**src/design/assert_macros.svh**
```systemverilog
// Assertion helpers used by the keypad event queue unit.
// Every check is clocked on the rising edge of clk and is switched off
// while rst_n is low.
`ifndef ASSERT_MACROS_SVH
`define ASSERT_MACROS_SVH

// The property must hold at every clock edge outside reset.
`define KPQ_ASSERT(label, prop, msg) \
    label: assert property (@(posedge clk) disable iff (!rst_n) (prop)) else $error(msg);

// The condition must never be true at a clock edge outside reset.
`define KPQ_NEVER(label, cond, msg) \
    label: assert property (@(posedge clk) disable iff (!rst_n) !(cond)) else $error(msg);

`endif

```
**src/design/kpq_pkg.sv**
```systemverilog
`timescale 1ns / 1ps
// ----------------------------------------------------------------------------
// Keypad event queue package
// Shared widths and the record types passed to the event step unit.
// ----------------------------------------------------------------------------
package kpq_pkg;

    localparam int MASK_W      = 32;  // width of the key masks on the ports
    localparam int KEY_W       = 5;   // width of a key number on the ports
    localparam int KEY_ID_W    = 6;   // width of the key number of a request
    localparam int RCOUNT_W    = 8;   // width of the repeat press count
    localparam int TIMER_W     = 4;   // width of the repeat timer
    localparam int LEVEL_W     = 4;   // width of the reported counts
    localparam int THRESH_W    = 4;   // width of the threshold register

    localparam logic [TIMER_W-1:0]  THRESH_RESET = 4'd4;
    localparam logic [RCOUNT_W-1:0] RCOUNT_MAX   = 8'd255;
    localparam logic [LEVEL_W-1:0]  LEVEL_MAX    = 4'd15;

    localparam logic REQ_ADD  = 1'b0;
    localparam logic REQ_TICK = 1'b1;

    // One queued event together with the tick context it is judged against.
    typedef struct packed {
        logic                kind;
        logic [KEY_W-1:0]    key;
        logic [MASK_W-1:0]   change;
        logic [MASK_W-1:0]   keys;
        logic                tracked;
        logic [KEY_W-1:0]    rkey;
        logic [RCOUNT_W-1:0] rcount;
    } step_in_t;

    // Outcome of one event step.
    typedef struct packed {
        logic                stop;
        logic                press;
        logic [MASK_W-1:0]   change;
        logic                tracked;
        logic [KEY_W-1:0]    rkey;
        logic [RCOUNT_W-1:0] rcount;
    } step_out_t;

endpackage

```
**src/design/keypad_event_queue_unit.sv**
```systemverilog
`timescale 1ns / 1ps
// ----------------------------------------------------------------------------
// Keypad event queue unit
// Ring queue of key press and release events feeding a held-down key mask,
// with multi-click repeat tracking. Add requests store events; update ticks
// drain them through a shared event step unit.
// ----------------------------------------------------------------------------
//
// Channel  | Handshake            | Payload
// ---------+----------------------+--------------------------------------------
// input    | in_valid / in_ready  | req_type, key_id, pressed
// output   | out_valid / out_ready| accepted ... queue_level (one item each)
// config   | cfg_we               | cfg_data (multi-click threshold)
//
// An add request passes through the add and finish states, an update tick
// through the age, drain, commit and finish states; the event step unit
// judges one queued event per cycle in the drain state, fed by the event
// RAM read port. A full queue holds 15 events. Reset is asynchronous and
// active low; the event RAM is not cleared. A new item is taken while an
// earlier result still waits; only the final state holds until it is taken.
// ----------------------------------------------------------------------------
module keypad_event_queue_unit #(
    parameter int NUM_KEYS    = 32,
    parameter int QUEUE_DEPTH = 16,
    parameter int KEY_ID_BITS = 5
) (
    input  logic                             clk,
    input  logic                             rst_n,
    // Request channel
    input  logic                             in_valid,
    output logic                             in_ready,
    input  logic                             req_type,
    input  logic [kpq_pkg::KEY_ID_W-1:0]     key_id,
    input  logic                             pressed,
    // Result channel
    output logic                             out_valid,
    input  logic                             out_ready,
    output logic                             accepted,
    output logic                             overflowed,
    output logic [kpq_pkg::MASK_W-1:0]       keys_down,
    output logic [kpq_pkg::MASK_W-1:0]       keys_before,
    output logic [kpq_pkg::MASK_W-1:0]       newly_pressed,
    output logic [kpq_pkg::KEY_W-1:0]        last_pressed_code,
    output logic                             repeat_valid,
    output logic [kpq_pkg::KEY_W-1:0]        repeat_key,
    output logic [kpq_pkg::RCOUNT_W-1:0]     repeat_count,
    output logic [kpq_pkg::TIMER_W-1:0]      repeat_age,
    output logic [kpq_pkg::LEVEL_W-1:0]      events_consumed,
    output logic [kpq_pkg::LEVEL_W-1:0]      queue_level,
    // Configuration port
    input  logic                             cfg_we,
    input  logic [kpq_pkg::THRESH_W-1:0]     cfg_data
);
    import kpq_pkg::*;

`include "assert_macros.svh"

    localparam int PTR_W = $clog2(QUEUE_DEPTH);
    localparam int EV_W  = KEY_ID_BITS + 1;
    localparam int CNT_W = (PTR_W + 1 > LEVEL_W) ? PTR_W + 1 : LEVEL_W;
    localparam logic [PTR_W-1:0] PTR_LAST = PTR_W'(QUEUE_DEPTH - 1);

    // Sequencer states.
    localparam logic [2:0] S_IDLE   = 3'd0;
    localparam logic [2:0] S_ADD    = 3'd1;
    localparam logic [2:0] S_AGE    = 3'd2;
    localparam logic [2:0] S_DRAIN  = 3'd3;
    localparam logic [2:0] S_COMMIT = 3'd4;
    localparam logic [2:0] S_FINISH = 3'd5;

    // ------------------------------------------------------------------
    // State registers
    // ------------------------------------------------------------------
    logic [2:0]          state_reg, state_next;
    logic [NUM_KEYS-1:0] keys_reg, keys_next;
    logic [NUM_KEYS-1:0] prev_reg, prev_next;
    logic [PTR_W-1:0]    head_reg, head_next;
    logic [PTR_W-1:0]    tail_reg, tail_next;
    logic                rtrack_reg, rtrack_next;
    logic [KEY_W-1:0]    rkey_reg, rkey_next;
    logic [RCOUNT_W-1:0] rcount_reg, rcount_next;
    logic [TIMER_W-1:0]  timer_reg, timer_next;
    logic [THRESH_W-1:0] thresh_reg, thresh_next;
    logic [MASK_W-1:0]   change_reg, change_next;
    logic [LEVEL_W-1:0]  consumed_reg, consumed_next;
    logic                acc_reg, acc_next;
    logic                ovf_reg, ovf_next;

    // Latched request payload.
    logic [KEY_ID_W-1:0] req_key_reg, req_key_next;
    logic                req_kind_reg, req_kind_next;

    // Output register.
    logic                out_valid_reg, out_valid_next;
    logic                o_acc_reg, o_ovf_reg, o_rvalid_reg;
    logic [MASK_W-1:0]   o_down_reg, o_before_reg, o_fresh_reg;
    logic [KEY_W-1:0]    o_code_reg, o_rkey_reg;
    logic [RCOUNT_W-1:0] o_rcount_reg;
    logic [TIMER_W-1:0]  o_age_reg;
    logic [LEVEL_W-1:0]  o_consumed_reg, o_level_reg;

    // ------------------------------------------------------------------
    // Event RAM: entries are {kind, key}. The read port always fetches
    // the entry at the next head, so the head entry is ready every cycle.
    // ------------------------------------------------------------------
    logic               ram_we;
    logic [EV_W-1:0]    ram_wdata;
    logic [EV_W-1:0]    ram_rdata;

    kpq_ram #(
        .WIDTH (EV_W),
        .DEPTH (QUEUE_DEPTH)
    ) u_ram (
        .clk   (clk),
        .we    (ram_we),
        .waddr (tail_reg),
        .wdata (ram_wdata),
        .raddr (head_next),
        .rdata (ram_rdata)
    );

    // ------------------------------------------------------------------
    // Shared event step unit
    // ------------------------------------------------------------------
    step_in_t  step_in;
    step_out_t step_out;

    always_comb
    begin
        step_in.kind    = ram_rdata[EV_W-1];
        step_in.key     = KEY_W'(ram_rdata[KEY_ID_BITS-1:0]);
        step_in.change  = change_reg;
        step_in.keys    = MASK_W'(keys_reg);
        step_in.tracked = rtrack_reg;
        step_in.rkey    = rkey_reg;
        step_in.rcount  = rcount_reg;
    end

    kpq_step u_step (
        .step_in  (step_in),
        .step_out (step_out)
    );

    // ------------------------------------------------------------------
    // Queue helpers
    // ------------------------------------------------------------------
    logic [PTR_W-1:0] tail_inc, head_inc;
    logic             queue_full, queue_empty, key_ok;
    logic [CNT_W-1:0] level_raw;
    logic [LEVEL_W-1:0] level_sat;

    assign tail_inc    = (tail_reg == PTR_LAST) ? '0 : tail_reg + PTR_W'(1);
    assign head_inc    = (head_reg == PTR_LAST) ? '0 : head_reg + PTR_W'(1);
    assign queue_full  = (tail_inc == head_reg);
    assign queue_empty = (head_reg == tail_reg);
    assign key_ok      = (req_key_reg < KEY_ID_W'(NUM_KEYS));

    always_comb
    begin
        if (tail_reg >= head_reg)
        begin
            level_raw = CNT_W'(tail_reg) - CNT_W'(head_reg);
        end
        else
        begin
            level_raw = CNT_W'(tail_reg) + CNT_W'(QUEUE_DEPTH) - CNT_W'(head_reg);
        end
        level_sat = (level_raw > CNT_W'(LEVEL_MAX)) ? LEVEL_MAX : LEVEL_W'(level_raw);
    end

    // Highest newly pressed key; key zero and no key both give code zero.
    logic [MASK_W-1:0] fresh;
    logic [KEY_W-1:0]  fresh_code;

    assign fresh = MASK_W'(keys_reg & ~prev_reg);

    always_comb
    begin
        fresh_code = '0;
        for (int i = 0; i < MASK_W; i++)
        begin
            if (fresh[i])
            begin
                fresh_code = KEY_W'(i);
            end
        end
    end

    assign ram_wdata = {req_kind_reg, req_key_reg[KEY_ID_BITS-1:0]};

    // ------------------------------------------------------------------
    // Sequencer
    // ------------------------------------------------------------------
    logic out_load;

    assign in_ready = (state_reg == S_IDLE);
    assign out_load = (state_reg == S_FINISH) && (!out_valid_reg || out_ready);

    always_comb
    begin
        state_next     = state_reg;
        keys_next      = keys_reg;
        prev_next      = prev_reg;
        head_next      = head_reg;
        tail_next      = tail_reg;
        rtrack_next    = rtrack_reg;
        rkey_next      = rkey_reg;
        rcount_next    = rcount_reg;
        timer_next     = timer_reg;
        change_next    = change_reg;
        consumed_next  = consumed_reg;
        acc_next       = acc_reg;
        ovf_next       = ovf_reg;
        req_key_next   = req_key_reg;
        req_kind_next  = req_kind_reg;
        ram_we         = 1'b0;
        thresh_next    = cfg_we ? cfg_data : thresh_reg;
        out_valid_next = out_valid_reg;

        if (out_valid_reg && out_ready)
        begin
            out_valid_next = 1'b0;
        end

        unique case (state_reg)
            S_IDLE:
            begin
                if (in_valid)
                begin
                    req_key_next  = key_id;
                    req_kind_next = pressed;
                    acc_next      = 1'b0;
                    ovf_next      = 1'b0;
                    consumed_next = '0;
                    change_next   = '0;
                    state_next    = (req_type == REQ_TICK) ? S_AGE : S_ADD;
                end
            end
            S_ADD:
            begin
                // A full queue is flushed before the event is considered.
                if (queue_full)
                begin
                    head_next = tail_reg;
                    ovf_next  = 1'b1;
                end
                if (key_ok)
                begin
                    ram_we    = 1'b1;
                    tail_next = tail_inc;
                    acc_next  = 1'b1;
                end
                state_next = S_FINISH;
            end
            S_AGE:
            begin
                if (timer_reg >= thresh_reg)
                begin
                    rtrack_next = 1'b0;
                    rkey_next   = '0;
                    rcount_next = '0;
                end
                else
                begin
                    timer_next = timer_reg + TIMER_W'(1);
                end
                state_next = S_DRAIN;
            end
            S_DRAIN:
            begin
                if (queue_empty || step_out.stop)
                begin
                    state_next = S_COMMIT;
                end
                else
                begin
                    rtrack_next = step_out.tracked;
                    rkey_next   = step_out.rkey;
                    rcount_next = step_out.rcount;
                    change_next = step_out.change;
                    if (step_out.press)
                    begin
                        timer_next = '0;
                    end
                    head_next = head_inc;
                    if (consumed_reg != LEVEL_MAX)
                    begin
                        consumed_next = consumed_reg + LEVEL_W'(1);
                    end
                end
            end
            S_COMMIT:
            begin
                prev_next  = keys_reg;
                keys_next  = keys_reg ^ change_reg[NUM_KEYS-1:0];
                state_next = S_FINISH;
            end
            S_FINISH:
            begin
                if (out_load)
                begin
                    out_valid_next = 1'b1;
                    state_next     = S_IDLE;
                end
            end
            default:
            begin
                state_next = S_IDLE;
            end
        endcase
    end

    always_ff @(posedge clk or negedge rst_n)
    begin
        if (!rst_n)
        begin
            state_reg     <= S_IDLE;
            keys_reg      <= '0;
            prev_reg      <= '0;
            head_reg      <= '0;
            tail_reg      <= '0;
            rtrack_reg    <= 1'b0;
            rkey_reg      <= '0;
            rcount_reg    <= '0;
            timer_reg     <= '0;
            thresh_reg    <= THRESH_RESET;
            out_valid_reg <= 1'b0;
        end
        else
        begin
            state_reg     <= state_next;
            keys_reg      <= keys_next;
            prev_reg      <= prev_next;
            head_reg      <= head_next;
            tail_reg      <= tail_next;
            rtrack_reg    <= rtrack_next;
            rkey_reg      <= rkey_next;
            rcount_reg    <= rcount_next;
            timer_reg     <= timer_next;
            thresh_reg    <= thresh_next;
            out_valid_reg <= out_valid_next;
        end
    end

    // Per-item working registers and the result payload need no reset.
    always_ff @(posedge clk)
    begin
        change_reg   <= change_next;
        consumed_reg <= consumed_next;
        acc_reg      <= acc_next;
        ovf_reg      <= ovf_next;
        req_key_reg  <= req_key_next;
        req_kind_reg <= req_kind_next;
        if (out_load)
        begin
            o_acc_reg      <= acc_reg;
            o_ovf_reg      <= ovf_reg;
            o_down_reg     <= MASK_W'(keys_reg);
            o_before_reg   <= MASK_W'(prev_reg);
            o_fresh_reg    <= fresh;
            o_code_reg     <= fresh_code;
            o_rvalid_reg   <= rtrack_reg;
            o_rkey_reg     <= rkey_reg;
            o_rcount_reg   <= rcount_reg;
            o_age_reg      <= timer_reg;
            o_consumed_reg <= consumed_reg;
            o_level_reg    <= level_sat;
        end
    end

    assign out_valid         = out_valid_reg;
    assign accepted          = o_acc_reg;
    assign overflowed        = o_ovf_reg;
    assign keys_down         = o_down_reg;
    assign keys_before       = o_before_reg;
    assign newly_pressed     = o_fresh_reg;
    assign last_pressed_code = o_code_reg;
    assign repeat_valid      = o_rvalid_reg;
    assign repeat_key        = o_rkey_reg;
    assign repeat_count      = o_rcount_reg;
    assign repeat_age        = o_age_reg;
    assign events_consumed   = o_consumed_reg;
    assign queue_level       = o_level_reg;

    // ------------------------------------------------------------------
    // Assertions
    // ------------------------------------------------------------------
    `KPQ_ASSERT(a_count_when_tracked, (rtrack_reg == (rcount_reg != '0)),
        "repeat count and tracking flag disagree")
    `KPQ_ASSERT(a_busy_after_accept, (in_valid && in_ready) |=> (state_reg != S_IDLE),
        "sequencer stayed idle after taking an item")
    `KPQ_NEVER(a_add_consumes, (out_valid && accepted && (events_consumed != '0)),
        "an add result reports drained events")
    `KPQ_NEVER(a_queue_overfill, (level_raw > CNT_W'(QUEUE_DEPTH - 1)),
        "queue holds more events than its capacity")

endmodule

```
**src/design/kpq_ram.sv**
```systemverilog
`timescale 1ns / 1ps
// ----------------------------------------------------------------------------
// Generic RAM
// One write port and one read port with registered read data.
// ----------------------------------------------------------------------------
module kpq_ram #(
    parameter int WIDTH = 6,
    parameter int DEPTH = 16
) (
    input  logic                     clk,
    input  logic                     we,
    input  logic [$clog2(DEPTH)-1:0] waddr,
    input  logic [WIDTH-1:0]         wdata,
    input  logic [$clog2(DEPTH)-1:0] raddr,
    output logic [WIDTH-1:0]         rdata
);

    logic [WIDTH-1:0] mem [DEPTH];
    logic [WIDTH-1:0] rdata_reg;

    always_ff @(posedge clk)
    begin
        if (we)
        begin
            mem[waddr] <= wdata;
        end
        rdata_reg <= mem[raddr];
    end

    assign rdata = rdata_reg;

endmodule

```
**src/design/kpq_step.sv**
```systemverilog
`timescale 1ns / 1ps
// ----------------------------------------------------------------------------
// Keypad event step unit
// Judges one queued event: stop check, repeat tracking and key change.
// ----------------------------------------------------------------------------
module kpq_step (
    input  kpq_pkg::step_in_t  step_in,
    output kpq_pkg::step_out_t step_out
);
    import kpq_pkg::*;

    logic [MASK_W-1:0] bit_sel;
    logic              same_key;

    assign bit_sel  = MASK_W'(1) << step_in.key;
    assign same_key = step_in.tracked && (step_in.rkey == step_in.key);

    always_comb
    begin
        step_out.stop    = |(step_in.change & bit_sel);
        step_out.press   = step_in.kind;
        step_out.tracked = step_in.tracked;
        step_out.rkey    = step_in.rkey;
        step_out.rcount  = step_in.rcount;
        if (step_in.kind)
        begin
            // A press of a new key starts a fresh candidate.
            if (!same_key)
            begin
                step_out.tracked = 1'b1;
                step_out.rkey    = step_in.key;
                step_out.rcount  = RCOUNT_W'(1);
            end
            else if (step_in.rcount != RCOUNT_MAX)
            begin
                step_out.rcount = step_in.rcount + RCOUNT_W'(1);
            end
        end
        if (step_in.keys[step_in.key] != step_in.kind)
        begin
            step_out.change = step_in.change | bit_sel;
        end
        else
        begin
            step_out.change = step_in.change;
        end
    end

endmodule
```
**config.mk**
```make
export PLATFORM = sky130hd
export DESIGN_NAME = keypad_event_queue_unit
export DESIGN_NICKNAME = d
export VERILOG_FILES = /design/src/design/kpq_pkg.sv /design/src/design/keypad_event_queue_unit.sv /design/src/design/kpq_ram.sv /design/src/design/kpq_step.sv
export VERILOG_INCLUDE_DIRS = /design/src /design/src/design
export SDC_FILE = /design/constraint.sdc
export NUM_CORES = 1
export LEC_CHECK = 0
export ABC_AREA = 0
export BUFFER_PORTS_ARGS = -buffer_cell sky130_fd_sc_hd__buf_2
export CORE_MARGIN = 5
export CORE_UTILIZATION = 30
export DETAILED_ROUTE_END_ITERATION = 8
export HOLD_SLACK_MARGIN = 0.06
export PLACE_DENSITY = 0.55
export SLEW_MARGIN = 20
export SYNTH_ARGS = -nofsm -noshare
export SYNTH_HDL_FRONTEND = slang
export SYNTH_SLANG_ARGS = --single-unit
```
**constraint.sdc**
```tcl
create_clock -name clk -period 10.6 [get_ports clk]
set_input_delay 0 -clock clk [delete_from_list [all_inputs] [get_ports clk]]
set_output_delay 0 -clock clk [all_outputs]
set_load 0.02 [all_outputs]
```
After elaboration in Yosys (flattened, before gate mapping)

Memory sizes are Yosys's and may differ from the RTL's. A register that Yosys moved wholly into a read port is not among the register bits.
Index checks and enable logic that the tools add are counted.

Memory bits (writable): 96
Memories kept: 1
Logic and storage cells: 185
Flip-flop bits (word level): 272
Input port bits: 17

Memories:

| name      | words | width | read ports | clocked after memory_dff | wr ports | line          | RTL |
|---|---|---|---|---|---|---|---|
| u_ram.mem | 16    | 6     | 1          | 1                        | 1        | kpq_ram.sv:18 | `logic [WIDTH-1:0] mem [DEPTH];` |

Multiplexer cells: 80
$lt $le $gt $ge: 5
Reduce and logical (&&, ||, !) cells: 26
Bitwise gates (word level): 5
Add/subtract/negate cells: 8
Shift-type cells: 1
Equality and inequality tests: 26

Operator list:

| operator                                         | number |
|---|---|
| 2-to-1 mux 32 bit                                | 3 |
| 2-to-1 mux 5 bit                                 | 17 |
| 2-to-1 mux 4 bit                                 | 18 |
| bitwise AND 32 bit                               | 2 |
| one-hot mux 32 bit (2 select lines)              | 1 |
| 2-to-1 mux 8 bit                                 | 4 |
| inverter 32 bit                                  | 1 |
| OR 32 bit                                        | 1 |
| OR reduction 32 bit                              | 1 |
| << shifter 1 x 5 -> 32 bit, first input constant | 1 |
| XOR 32 bit                                       | 1 |
| one-hot mux 4 bit (2 select lines)               | 3 |
| 2-to-1 mux 3 bit                                 | 7 |
| != test 2 bit, second input constant             | 10 |
| adder 4 x 1 -> 4 bit, second input constant      | 4 |
| one-hot mux 8 bit (2 select lines)               | 1 |
| OR reduction 16 bit                              | 1 |
| 2-to-1 mux 1 bit                                 | 15 |
| one-hot mux 3 bit (5 select lines)               | 1 |
| 2-to-1 mux 14 bit                                | 1 |
| AND reduction 4 bit                              | 3 |
| one-hot mux 5 bit (2 select lines)               | 1 |
| AND reduction 5 bit                              | 2 |
| AND reduction 3 bit                              | 3 |
| other kinds (32)                                 | 49 |

Depth between registers and ports, before layout

Gate-level depths: netlist (run 1).

Depth after elaboration: 32
Depth in mapped cells: 15
Mapped depth without buffers: 12

By module

A second synthesis (run 1) with hierarchy kept.

Cell total of the unflattened synthesis: 1,077
Area, all modules: 15,823.9 um^2

Modules (own cells, without submodules):

| module                  | cells each | instances | area each (um^2) | seq. area each (um^2) |
|---|---|---|---|---|
| keypad_event_queue_unit | 691        | 1         | 10,431.3         | 7,678.6 |
| kpq_ram                 | 178        | 1         | 3,895.0          | 3,002.9 |
| kpq_step                | 208        | 1         | 1,497.7          | 0.0 |

Worst setup path after synthesis (run 1)

No wires, ideal clock.

Path kind: reg2reg
Start point: register state_reg[0]
End point: register o_acc_reg (netlist: accepted), enable pin
Path buffers: 1
Required time: 9.940 ns
Arrival time: 6.929 ns
Path slack: 3.010 ns
Clock period less this slack: 7.590 ns
Stages on the path, launching flop included: 4
Cells stage by stage: dfrtp_1 > clkbuf_1 > nand3_1 > a21oi_1

Longest elaborated chain between the ends: 2

Ends and longest elaborated chain:

| element                | line                           | RTL |
|---|---|---|
| from (decl)            | keypad_event_queue_unit.sv:74  | `logic [2:0] state_reg, state_next;` |
| from (signal assigned) | keypad_event_queue_unit.sv:331 | `state_reg <= state_next;` |
| == test 3 bit          | keypad_event_queue_unit.sv:197 | `assign out_load = (state_reg == S_FINISH) && (!out_valid_reg \|\| out_ready);` |
| logical AND 1 bit      | keypad_event_queue_unit.sv:197 |  |
| net out_load           | keypad_event_queue_unit.sv:194 | `logic out_load;` |
| to (signal assigned)   | keypad_event_queue_unit.sv:356 | `o_acc_reg <= acc_reg;` |
| to (decl)              | keypad_event_queue_unit.sv:95  | `logic o_acc_reg, o_ovf_reg, o_rvalid_reg;` |

The timed path passes the listed nets, and every way through them passes these cells.
A chain may end at the register's enable or synchronous reset.

Final worst setup path (run 1)

Start point: register u_ram.rdata_reg[3] (netlist: u_ram.rdata[3]), read port of u_ram.mem
End point: register u_ram.rdata_reg[5] (netlist: u_ram.rdata[5]), read port of u_ram.mem

Longest elaborated chain between the ends: 6

Ends and longest elaborated chain:

| element                            | line                           | RTL |
|---|---|---|
| from (decl)                        | kpq_ram.sv:19                  | `logic [WIDTH-1:0] rdata_reg;` |
| << shifter 1 x 5 -> 32 bit         | kpq_step.sv:15                 | `assign bit_sel = MASK_W'(1) << step_in.key;` |
| bitwise AND 32 bit                 | kpq_step.sv:20                 | `step_out.stop = \|(step_in.change & bit_sel);` |
| OR reduction 32 bit                | kpq_step.sv:20                 |  |
| logical OR 1 bit                   | keypad_event_queue_unit.sv:271 | `if (queue_empty \|\| step_out.stop)` |
| 2-to-1 mux 4 bit                   | keypad_event_queue_unit.sv:271 |  |
| one-hot mux 4 bit (2 select lines) | keypad_event_queue_unit.sv:225 | `unique case (state_reg)` |

No other way between the ends.

==> impl_metrics.env, run 1 <==
export IMPL_drt_initial_drc_count=614
export IMPL_min_period_over_period=0.417
export IMPL_die_height_um=236
export IMPL_fmax_mhz=226
export IMPL_rows=83
export IMPL_dr_pass1_iters=6
export IMPL_grt_overflow=0
export IMPL_fin_nets=1290
export IMPL_setup_violations=0
export IMPL_critPathMaxStageDelay_ps=990
export IMPL_power_density_nw_per_um2=320
export IMPL_top_register="u_ram.mem"
export IMPL_cts_buffer_depth=3
export IMPL_grt_max_degree=79
export IMPL_place_gp_congestion=0.859
export IMPL_ys_types=66
export IMPL_rsz0062_at_grt="no"
export IMPL_yosys_warnings=0
export IMPL_synth_top_family_by_area="simple AND/OR/NAND/NOR gates"
export IMPL_reg2reg_slack_ps=6180
export IMPL_async_reset_ff_frac=0.262
export IMPL_slowest_stage="dfxtp_1"
export IMPL_p_leak_nw=6.77
export IMPL_stdcell_area_um2=18400
export IMPL_syn_area_um2=15400
export IMPL_final_core_util=0.361
export IMPL_syn_num_nets=1114
export IMPL_hold_violations=0
export IMPL_cts_root_buf="clkbuf_16"
export IMPL_die_area_um2=55900
export IMPL_vias=9205
export IMPL_cp_max_fo=49
export IMPL_antenna_found_initial=0
export IMPL_grt_pass1_wl_mm=55.2
export IMPL_antenna_cells=0
export IMPL_worst_skew_pair_late_latency_ps=560
export IMPL_dp_hpwl_mm=24.6
export IMPL_worstMarginPinSlew_ps=1030
export IMPL_postSynthCellCount=1080
export IMPL_yosys_register_bits=374
export IMPL_end_kind="flip-flop"
export IMPL_routed_wl_mm=35.7
export IMPL_area_growth_pct=19.8
export IMPL_clock_sinks=374
export IMPL_critical_path_class="reg2reg"
export IMPL_ir_drop_mv=0.125
export IMPL_fp_dieW_um=236
export IMPL_cts_tree="built"
export IMPL_finalSetupTns_ps=0
export IMPL_grt_pass1_vias=9422
export IMPL_worstPathBufferInverterCount=1
export IMPL_ys_seq_area_frac=0.694
export IMPL_cp_top_family="simple AND/OR/NAND/NOR gates"
export IMPL_synthMuxAreaShare=0.0779
export IMPL_grt_usage=0.126
export IMPL_period_minus_slack_ps=4420
export IMPL_drive_above_1_share=0.216
export IMPL_status="complete, no violations"
export IMPL_cts_buffers=42
export IMPL_drv_cap=0
export IMPL_fill_cells=4957
export IMPL_synthSimpleGateAreaFrac=0.0997
export IMPL_placed_area_um2=16800
export IMPL_synth_compound_area_share=0.0589
export IMPL_largest_reg_flops=96
export IMPL_drv_slew=0
export IMPL_cts_setup_buffers=0
export IMPL_skew_ps=21.9
export IMPL_cp_cell_sequence="mux2_4, a311o_1, a32o_1, nor3_4, and3_1, o221a_2, buf_4, mux2i_1, o22ai_1, or4_1"
export IMPL_portBuffers=147
export IMPL_cp_data_arrival_time_ps=4830
export IMPL_yosys_area_share_adder=0.0143
export IMPL_synth_xor_area_share=0.0290
export IMPL_coreArea_um2=51100
export IMPL_synth_avg_cell_area_um2=14.2
export IMPL_io_pins=148
export IMPL_place_inst=1867
export IMPL_postRouteAntennaNets=0
export IMPL_synth_edf_count=270
export IMPL_max_slew_margin=0.315
export IMPL_cts_htree_levels=2
export IMPL_drt_wirelength_per_cell_um=18.1
export IMPL_viasPerCell=4.67
export IMPL_ys_flop_type="edfxtp_1"
export IMPL_stdcell_count=1970
export IMPL_drc=0
export IMPL_start_util=0.301
export IMPL_start_kind="flip-flop"
export IMPL_hold_class="in2reg"
export IMPL_critPathRequiredTime_ps=11010
export IMPL_cts_clk_slew_worst_paths_ps=50
[logic make-up (layout without fill, tap and decap cells)]
logic type,Yosys count,after routing
DFF,374,374
xor gates and xnor gates,51,51
AOI/OAI and AO/OA,153,153
and+or+nand+nor,300,300
buffers and inverters,84,294
adders and majority gates,17,17
muxes,101,101
[worst reg2reg max path: stages, from the launching register on]
cell,delay [ps]
dfxtp_1,990
mux2_4,370
a311o_1,350
a32o_1,240
nor3_4,320
and3_1,220
o221a_2,180
buf_4,630
mux2i_1,320
o22ai_1,130
or4_1,540
[timing repair]
item | 4_1_cts | 5_1_grt
hold buffers | 25 | 0
hold endpoints to repair | 66 | 0
resized for setup | 0 | 0
[through the flow]
stage          total power [W]  setup slack [ps]  hold slack (ps)
2_1_floorplan          0.00394              3010             -296
3_3_place_gp           0.00450              6380             53.6
3_5_place_dp           0.00454              6230             49.9
4_1_cts                0.00599              6230              116
5_1_grt                0.00624              6020              136
6_report               0.00589              6180              155
[synthesized netlist by cell type, types with 3 or more instances]
master | n | area share
nand3_1 | 21 | 0.0068
buf_1 | 9 | 0.0022
edfxtp_1 | 270 | 0.53
or3_1 | 9 | 0.0037
o22ai_1 | 28 | 0.011
mux2_2 | 36 | 0.026
clkbuf_1 | 23 | 0.0056
nor3_1 | 13 | 0.0042
a21o_1 | 5 | 0.0024
nor2b_1 | 28 | 0.011
buf_6 | 6 | 0.0044
ha_1 | 16 | 0.013
xnor2_1 | 41 | 0.023
dfrtp_1 | 97 | 0.16
nor3b_1 | 3 | 0.0015
xor2_1 | 10 | 0.0057
nand4_1 | 4 | 0.0016
nor2_1 | 80 | 0.020
nand2b_1 | 21 | 0.0085
or4_1 | 10 | 0.0049
and2_1 | 5 | 0.0020
o21ai_0 | 34 | 0.011
dfxtp_1 | 6 | 0.0078
a211oi_1 | 5 | 0.0024
and3_1 | 14 | 0.0057
mux4_2 | 11 | 0.016
inv_1 | 32 | 0.0078
nand2_1 | 68 | 0.017
mux2i_1 | 53 | 0.034
nor4_1 | 5 | 0.0020
a31oi_1 | 3 | 0.0012
a21oi_1 | 57 | 0.019
nand3b_1 | 5 | 0.0024
nand4b_1 | 3 | 0.0017
buf_2 | 10 | 0.0033
[metal layers]
metal	share of wire	global-route usage	wire length [um]	vias to the layer above
li1	-	-	-	4344
met1	0.41	0.154	14800	4535
met2	0.50	0.215	17700	245
met3	0.052	0.0259	1840	81
met4	0.038	0.0549	1360	0
met5	0	0	0	-
[layout make-up]
class | count | area (um2) | area share
repair buffers | 182 | 1080 | 0.0587
clock buffers | 62 | 1220 | 0.0661
multi-input cells | 622 | 4320 | 0.235
flip-flops and latches | 374 | 10700 | 0.580
well taps | 680 | 851 | 0.0462
inverters | 34 | 129 | 0.00699
clock inverters | 16 | 148 | 0.00801
[report_power, final]
part / internal (W) / total [W] / switching, W
Clock: 0.000847 / 0.00141 / 0.000562
Sequential: 0.00217 / 0.00253 / 0.000361
Combinational: 0.000755 / 0.00195 / 0.00120
Total: 0.00377 / 0.00589 / 0.00212
[path summary, 6_finish.rpt]
| check | cells after the start | endpoint | from |
|---|---|---|---|
| min reg2reg | 0 | keys_before[4] | prev_reg[4] |
| max | 10 | u_ram.rdata[5] | u_ram.rdata[3] |
| min | 2 | req_key_reg[0] | key_id[0] |
| max in group asynchronous | 4 | rkey_reg[4] | rst_n |
| max reg2reg | 10 | u_ram.rdata[5] | u_ram.rdata[3] |
| min in group asynchronous | 3 | thresh_reg[2] | rst_n |
[cells in the final DEF, fill, tap and decap left out, types with 16 or more instances in the layout]
cell / netlist / layout
edfxtp_1: 270 / 270
buf_2: 10 / 146
dfrtp_1: 97 / 97
nor2_1: 80 / 80
nand2_1: 68 / 68
a21oi_1: 57 / 56
mux2i_1: 53 / 53
clkbuf_16: 0 / 44
xnor2_1: 41 / 41
mux2_2: 36 / 36
o21ai_0: 34 / 33
inv_1: 32 / 32
o22ai_1: 28 / 28
nor2b_1: 28 / 28
dlygate4sd3_1: 0 / 24
nand2b_1: 21 / 21
nand3_1: 21 / 21
ha_1: 16 / 16
Power figures use the tool's default switching activity.
==> run 2: changes to the inputs <==
clock period = 4.2 ns   (was 10.6 ns; I/O delays follow)
==> run 2 against run 1 <==
  * Die area unchanged
  * Maximum frequency grew 17%
  * Register-to-register slack lost 5800 ps
  * Critical path depth is the same
==> impl_metrics.env, run 2 (synthesis results as in run 1) <==
export IMPL_status="complete, no violations"
export IMPL_period_minus_slack_ps=3780
export IMPL_stdcell_area_um2=18600
export IMPL_rsz0062_at_grt="no"
export IMPL_critPathRequiredTime_ps=4620
export IMPL_hold_ws_ps=116
export IMPL_grt_max_degree=64
export IMPL_antenna_cells=0
export IMPL_internal_power_w=0.00972
export IMPL_start_kind="flip-flop"
export IMPL_power_switching_share=0.361
export IMPL_grt_usage=0.126
export IMPL_ir_drop_mv=0.281
export IMPL_dp_hpwl_mm=25.1
export IMPL_cts_root_buf="clkbuf_16"
export IMPL_rows=83
export IMPL_fill_cells=4944
export IMPL_worstMarginPinSlew_ps=997
export IMPL_reg2reg_slack_ps=420
export IMPL_final_cell_mix="edfxtp_1 (270), buf_2 (146), dfrtp_1 (97), nor2_1 (80), nand2_1 (68)"
export IMPL_drv_cap=0
export IMPL_power_frac_seq=0.418
export IMPL_routed_wl_mm=36.1
export IMPL_p_leak_nw=6.85
export IMPL_die_area_um2=55900
export IMPL_cp_max_fo=49
export IMPL_fin_nets=1300
export IMPL_top_register="u_ram.mem"
export IMPL_io_pins=148
export IMPL_grt_pass1_vias=9411
export IMPL_drt_wirelength_per_cell_um=18.2
export IMPL_worst_r2r_startpoint="u_ram.rdata[2]"
export IMPL_cts_tree="built"
export IMPL_critical_path_class="reg2reg"
export IMPL_fmax_mhz=265
export IMPL_max_slew_margin=0.330
export IMPL_skew_ps=29.8
export IMPL_clock_sinks=374
export IMPL_fp_dieW_um=236
export IMPL_finalSetupTns_ps=0
export IMPL_largest_reg_flops=96
export IMPL_cts_buffer_depth=3
export IMPL_stdcell_count=1980
export IMPL_hold_class="in2async"
export IMPL_postRouteAntennaNets=0
export IMPL_switchingPower_w=0.00549
export IMPL_place_gp_congestion=0.867
export IMPL_end_kind="flip-flop"
export IMPL_viasPerCell=4.64
export IMPL_grt_pass1_wl_mm=55.8
export IMPL_portBuffers=147
export IMPL_drv_slew=0
export IMPL_min_period_over_period=0.899
export IMPL_cts_buffers=42
export IMPL_vias=9196
export IMPL_cts_setup_buffers=0
export IMPL_hold_violations=0
export IMPL_postCtsHoldBufs=21
export IMPL_antenna_found_initial=0
export IMPL_dr_pass1_iters=5
export IMPL_drt_initial_drc_count=508
export IMPL_start_util=0.301
export IMPL_cp_data_arrival_time_ps=4200
export IMPL_drc=0
export IMPL_combPwrFrac=0.334
export IMPL_cts_resized=0
export IMPL_r2r_end="u_ram.rdata[4]"
export IMPL_worst_skew_pair_late_latency_ps=570
export IMPL_cts_clk_slew_worst_paths_ps=60
export IMPL_placed_area_um2=16900
export IMPL_coreArea_um2=51100
export IMPL_setup_violations=0
export IMPL_cts_htree_levels=2
export IMPL_die_height_um=236
export IMPL_final_core_util=0.364
export IMPL_final_common_cell="edfxtp_1"
export IMPL_clkPwrFrac=0.248
export IMPL_grt_overflow=0
export IMPL_drive_above_1_share=0.232
export IMPL_area_growth_pct=20.8
export IMPL_place_inst=1881
export IMPL_power_density_nw_per_um2=818
export IMPL_worstRegToRegCells=10
## run 2: worst max-delay path: stages (launching register included)
cell and delay [ps]:
dfxtp_1 760, nor2_1 300, a22o_1 260, a211o_1 330, nor3_4 270, and3_1 220, o221a_2 220, buf_12 300
mux2i_1 240, o22ai_1 100, or4_1 600
## run 2: how the worst max path moves through the flow
| stage | start | cells after the start | endpoint | slack (ps) |
|---|---|---|---|---|
| final | u_ram.rdata[2] | 10 | u_ram.rdata[4] | 420 |
| after global routing | u_ram.rdata[0] | 11 | u_ram.rdata[4] | 180 |
| after CTS | u_ram.rdata[0] | 11 | u_ram.rdata[4] | 460 |
| after detailed placement | u_ram.rdata[0] | 11 | u_ram.rdata[4] | 480 |
| after global placement | u_ram.rdata[0] | 11 | u_ram.rdata[4] | 510 |
| after floorplan | u_ram.rdata[0] | 7 | change_reg[0] | 100 |
## run 2: power by group through the flow
| stage | registers, W | clock network, W | logic [W] |
|---|---|---|---|
| after floorplan | 0.00677 | 0 | 0.00307 |
| after global placement | 0.00642 | 0 | 0.00507 |
| after detailed placement | 0.00644 | 0 | 0.00511 |
| after CTS | 0.00639 | 0.00388 | 0.00515 |
| after global routing | 0.00651 | 0.00404 | 0.00554 |
| final | 0.00635 | 0.00377 | 0.00508 |
## run 2: final cells by class
class,instances,area (um2),share of cell area
inverters,34,129,0.00693
repair buffers,192,1170,0.0627
flip-flops and latches,374,10700,0.575
clock inverters,30,352,0.0189
well taps,680,851,0.0458
clock buffers,48,1080,0.0583
multi-input cells,622,4320,0.233
## run 2: metrics by stage
step | power [W] | setup slack [ps]
after CTS | 0.0154 | 460
after global placement | 0.0115 | 511
after floorplan | 0.00984 | 96.8
after global routing | 0.0161 | 181
final | 0.0152 | 424
after detailed placement | 0.0116 | 482
## run 2: per-layer routing
metal  track usage  wire [um]  share of wire
met1         0.153      14700           0.41
met5             0          0              0
met4        0.0331        787          0.022
met3        0.0289       1920          0.053
met2         0.227      18700           0.52
==> run 3: changes to the inputs <==
SYNTH_HIERARCHICAL = 1   (was default)
==> run 3 against run 2 <==
  * Clock-buffer cell count is 2 higher
  * Synthesized cell count decreased by 0.28%
  * Sequential share of layout area fell by 1.3 points
  * Synthesized area up 2.8%
  * Die area rose by 2.7%
  * Cell count up 0.81%
  * Via count up 5.8%
  * Utilization is 0.11 points lower
  * First-iteration DRC count increased by 39%
  * Critical path depth increased by 2
  * Register-to-register slack lost 120 ps
  * Power is 3.0% higher
  * Highest routed layer unchanged
==> impl_metrics.env, run 3 <==
export IMPL_hold_ws_ps=134
export IMPL_min_period_over_period=0.927
export IMPL_fill_cells=5000
export IMPL_cts_buffer_depth=3
export IMPL_ys_seq_area_frac=0.675
export IMPL_synth_edf_count=270
export IMPL_grt_pass1_vias=9960
export IMPL_status="complete, no violations"
export IMPL_setup_violations=0
export IMPL_synth_xor_area_share=0.0334
export IMPL_drt_wirelength_per_cell_um=18.9
export IMPL_routed_wl_mm=37.7
export IMPL_max_slew_margin=0.393
export IMPL_postRouteAntennaNets=0
export IMPL_rows=84
export IMPL_rsz0062_at_grt="no"
export IMPL_cp_max_fo=16
export IMPL_power_w=0.0157
export IMPL_die_height_um=240
export IMPL_power_density_nw_per_um2=824
export IMPL_yosys_register_bits=374
export IMPL_ir_drop_mv=0.366
export IMPL_cts_buffers=41
export IMPL_p_leak_nw=7.25
export IMPL_vias=9732
export IMPL_fp_dieW_um=240
export IMPL_dr_pass1_iters=5
export IMPL_start_util=0.302
export IMPL_grt_usage=0.129
export IMPL_antenna_found_initial=0
export IMPL_final_common_cell="edfxtp_1"
export IMPL_cts_tree="built"
export IMPL_cts_resized=0
export IMPL_synthSimpleGateAreaFrac=0.100
export IMPL_synthMuxAreaShare=0.0799
export IMPL_drt_initial_drc_count=708
export IMPL_drv_cap=0
export IMPL_grt_pass1_wl_mm=58.3
export IMPL_cts_setup_buffers=0
export IMPL_coreArea_um2=52400
export IMPL_ys_types=82
export IMPL_synth_avg_cell_area_um2=14.7
export IMPL_dp_hpwl_mm=26.2
export IMPL_synth_top_area_cell="edfxtp_1"
export IMPL_portBuffers=147
export IMPL_drive_above_1_share=0.252
export IMPL_cts_clk_slew_worst_paths_ps=60
export IMPL_synth_compound_area_share=0.0778
export IMPL_syn_num_nets=1108
export IMPL_io_pins=148
export IMPL_cp_data_arrival_time_ps=4330
export IMPL_final_cell_mix="edfxtp_1 (270), buf_2 (146), dfrtp_1 (97), nand2_1 (82), nor2_1 (60)"
export IMPL_critical_path_class="reg2reg"
export IMPL_hold_violations=0
export IMPL_syn_area_um2=15800
export IMPL_async_reset_ff_frac=0.262
export IMPL_multiInputGateArea_um2=4810
export IMPL_synthTopCellsByArea="edfxtp_1 (51%), dfrtp_1 (15%), mux2_2 (3.1%), xnor2_1 (2.5%), mux4_1 (2.0%)"
export IMPL_drv_slew=0
export IMPL_grt_overflow=0
export IMPL_worst_skew_pair_late_latency_ps=560
export IMPL_final_core_util=0.363
export IMPL_synthMostInstantiatedCell="edfxtp_1"
export IMPL_skew_ps=25.2
export IMPL_yosys_area_share_adder=0.0115
export IMPL_postSynthCellCount=1077
export IMPL_drc=0
export IMPL_critPathRequiredTime_ps=4640
export IMPL_fmax_mhz=257
export IMPL_worst_r2r_startpoint="u_ram/rdata[2]"
export IMPL_period_minus_slack_ps=3890
export IMPL_worstMarginPinSlew_ps=910
export IMPL_postCtsHoldBufs=23
export IMPL_end_kind="flip-flop"
export IMPL_reg2reg_slack_ps=310
export IMPL_clock_sinks=374
export IMPL_ys_flop_type="edfxtp_1"
export IMPL_synth_common_cells="edfxtp_1 (270), dfrtp_1 (97), nand2_1 (83)"
export IMPL_largest_reg_flops=96
export IMPL_antenna_cells=0
export IMPL_fin_nets=1307
export IMPL_finalSetupTns_ps=0
export IMPL_cts_htree_levels=2
export IMPL_place_gp_congestion=0.920
export IMPL_worstRegToRegCells=12
export IMPL_yosys_warnings=6
export IMPL_start_kind="flip-flop"
export IMPL_cts_root_buf="clkbuf_16"
export IMPL_seqCellArea_um2=10700
export IMPL_r2r_end="state_reg[1]"
export IMPL_die_area_um2=57400
export IMPL_hold_class="in2async"
export IMPL_synth_top_area_share=0.512
export IMPL_grt_max_degree=112
export IMPL_viasPerCell=4.88
export IMPL_top_register="u_ram/mem"
export IMPL_synth_top_family_by_area="simple AND/OR/NAND/NOR gates"
export IMPL_area_growth_pct=20.2
## run 3: cell types whose count changed after synthesis, moves of 9 or more
cell	previous run	this run
nor3_1	13	22
nor2_1	80	60
a21oi_1	57	25
a22o_1	2	15
o21ai_0	34	19
nor2b_1	28	41
mux2i_1	53	12
and3_1	14	33
mux4_1	0	12
a22oi_1	1	16
o22ai_1	28	7
a21o_1	5	18
nand2_1	68	83
## run 3: worst max-delay path, stage by stage (launching register included)
cell and delay (ps):
dfxtp_1 680, buf_4 280, nand2b_1 290, o22ai_1 130, o21ai_0 220, nand3_1 210, a41o_1 310, buf_4 170
nor2_1 530, a21oi_1 150, a21oi_1 180, dlygate4sd3_1 570, a21oi_1 40
## run 3: kinds of logic after synthesis
kind of cell / count (synthesis)
buffers and inverters: 72
flip-flops: 374
AND/OR/NAND/NOR: 312
XOR/XNOR: 57
multiplexers: 83
adder cells (fa/ha/maj): 14
AO/OA/AOI/OAI: 165
## run 3: power breakdown
group	leakage [nW]	internal, W	total (W)	switching [W]
Clock	0.656	0.00213	0.00358	0.00145
Sequential	3.72	0.00543	0.00637	0.000941
Combinational	2.88	0.00231	0.00572	0.00341
## run 3: through the flow
stage | std cells | instance area, um2 | worst slack, ps
floorplan | 1077 | 15900 | -52.5
global placement | 1898 | 17500 | 381
detailed placement | 1898 | 17500 | 406
CTS | 1996 | 19000 | 250
global route | 1996 | 19000 | 1.72
finish | 1996 | 19000 | 308
## run 3: how the worst max path moves through the flow
| stage | start | to | slack (ps) | depth (start not counted) |
|---|---|---|---|---|
| 6_report | u_ram/rdata[2] | state_reg[1] | 310 | 12 |
| 5_1_grt | u_ram/rdata[1] | state_reg[1] | 2 | 13 |
| 3_3_place_gp | u_ram/rdata[2] | u_ram/rdata[3] | 380 | 14 |
| 2_1_floorplan | state_reg[1] | accepted | -50 | 3 |
| 3_5_place_dp | u_ram/rdata[1] | u_ram/rdata[3] | 410 | 15 |
| 4_1_cts | u_ram/rdata[1] | state_reg[1] | 250 | 13 |
## run 3: cell type report
cell class	count	area share
Multi-Input combinational cell	631	0.253
Tap cell	688	0.0453
Timing Repair Buffer	202	0.0649
Inverter	26	0.00513
Clock inverter	25	0.0137
Sequential cell	374	0.562
Clock buffer	50	0.0563
## run 3: metal layers
metal	part of all wire	track usage
met1	0.41	0.161
met5	0	0
met2	0.49	0.221
met3	0.061	0.0296
met4	0.034	0.0450
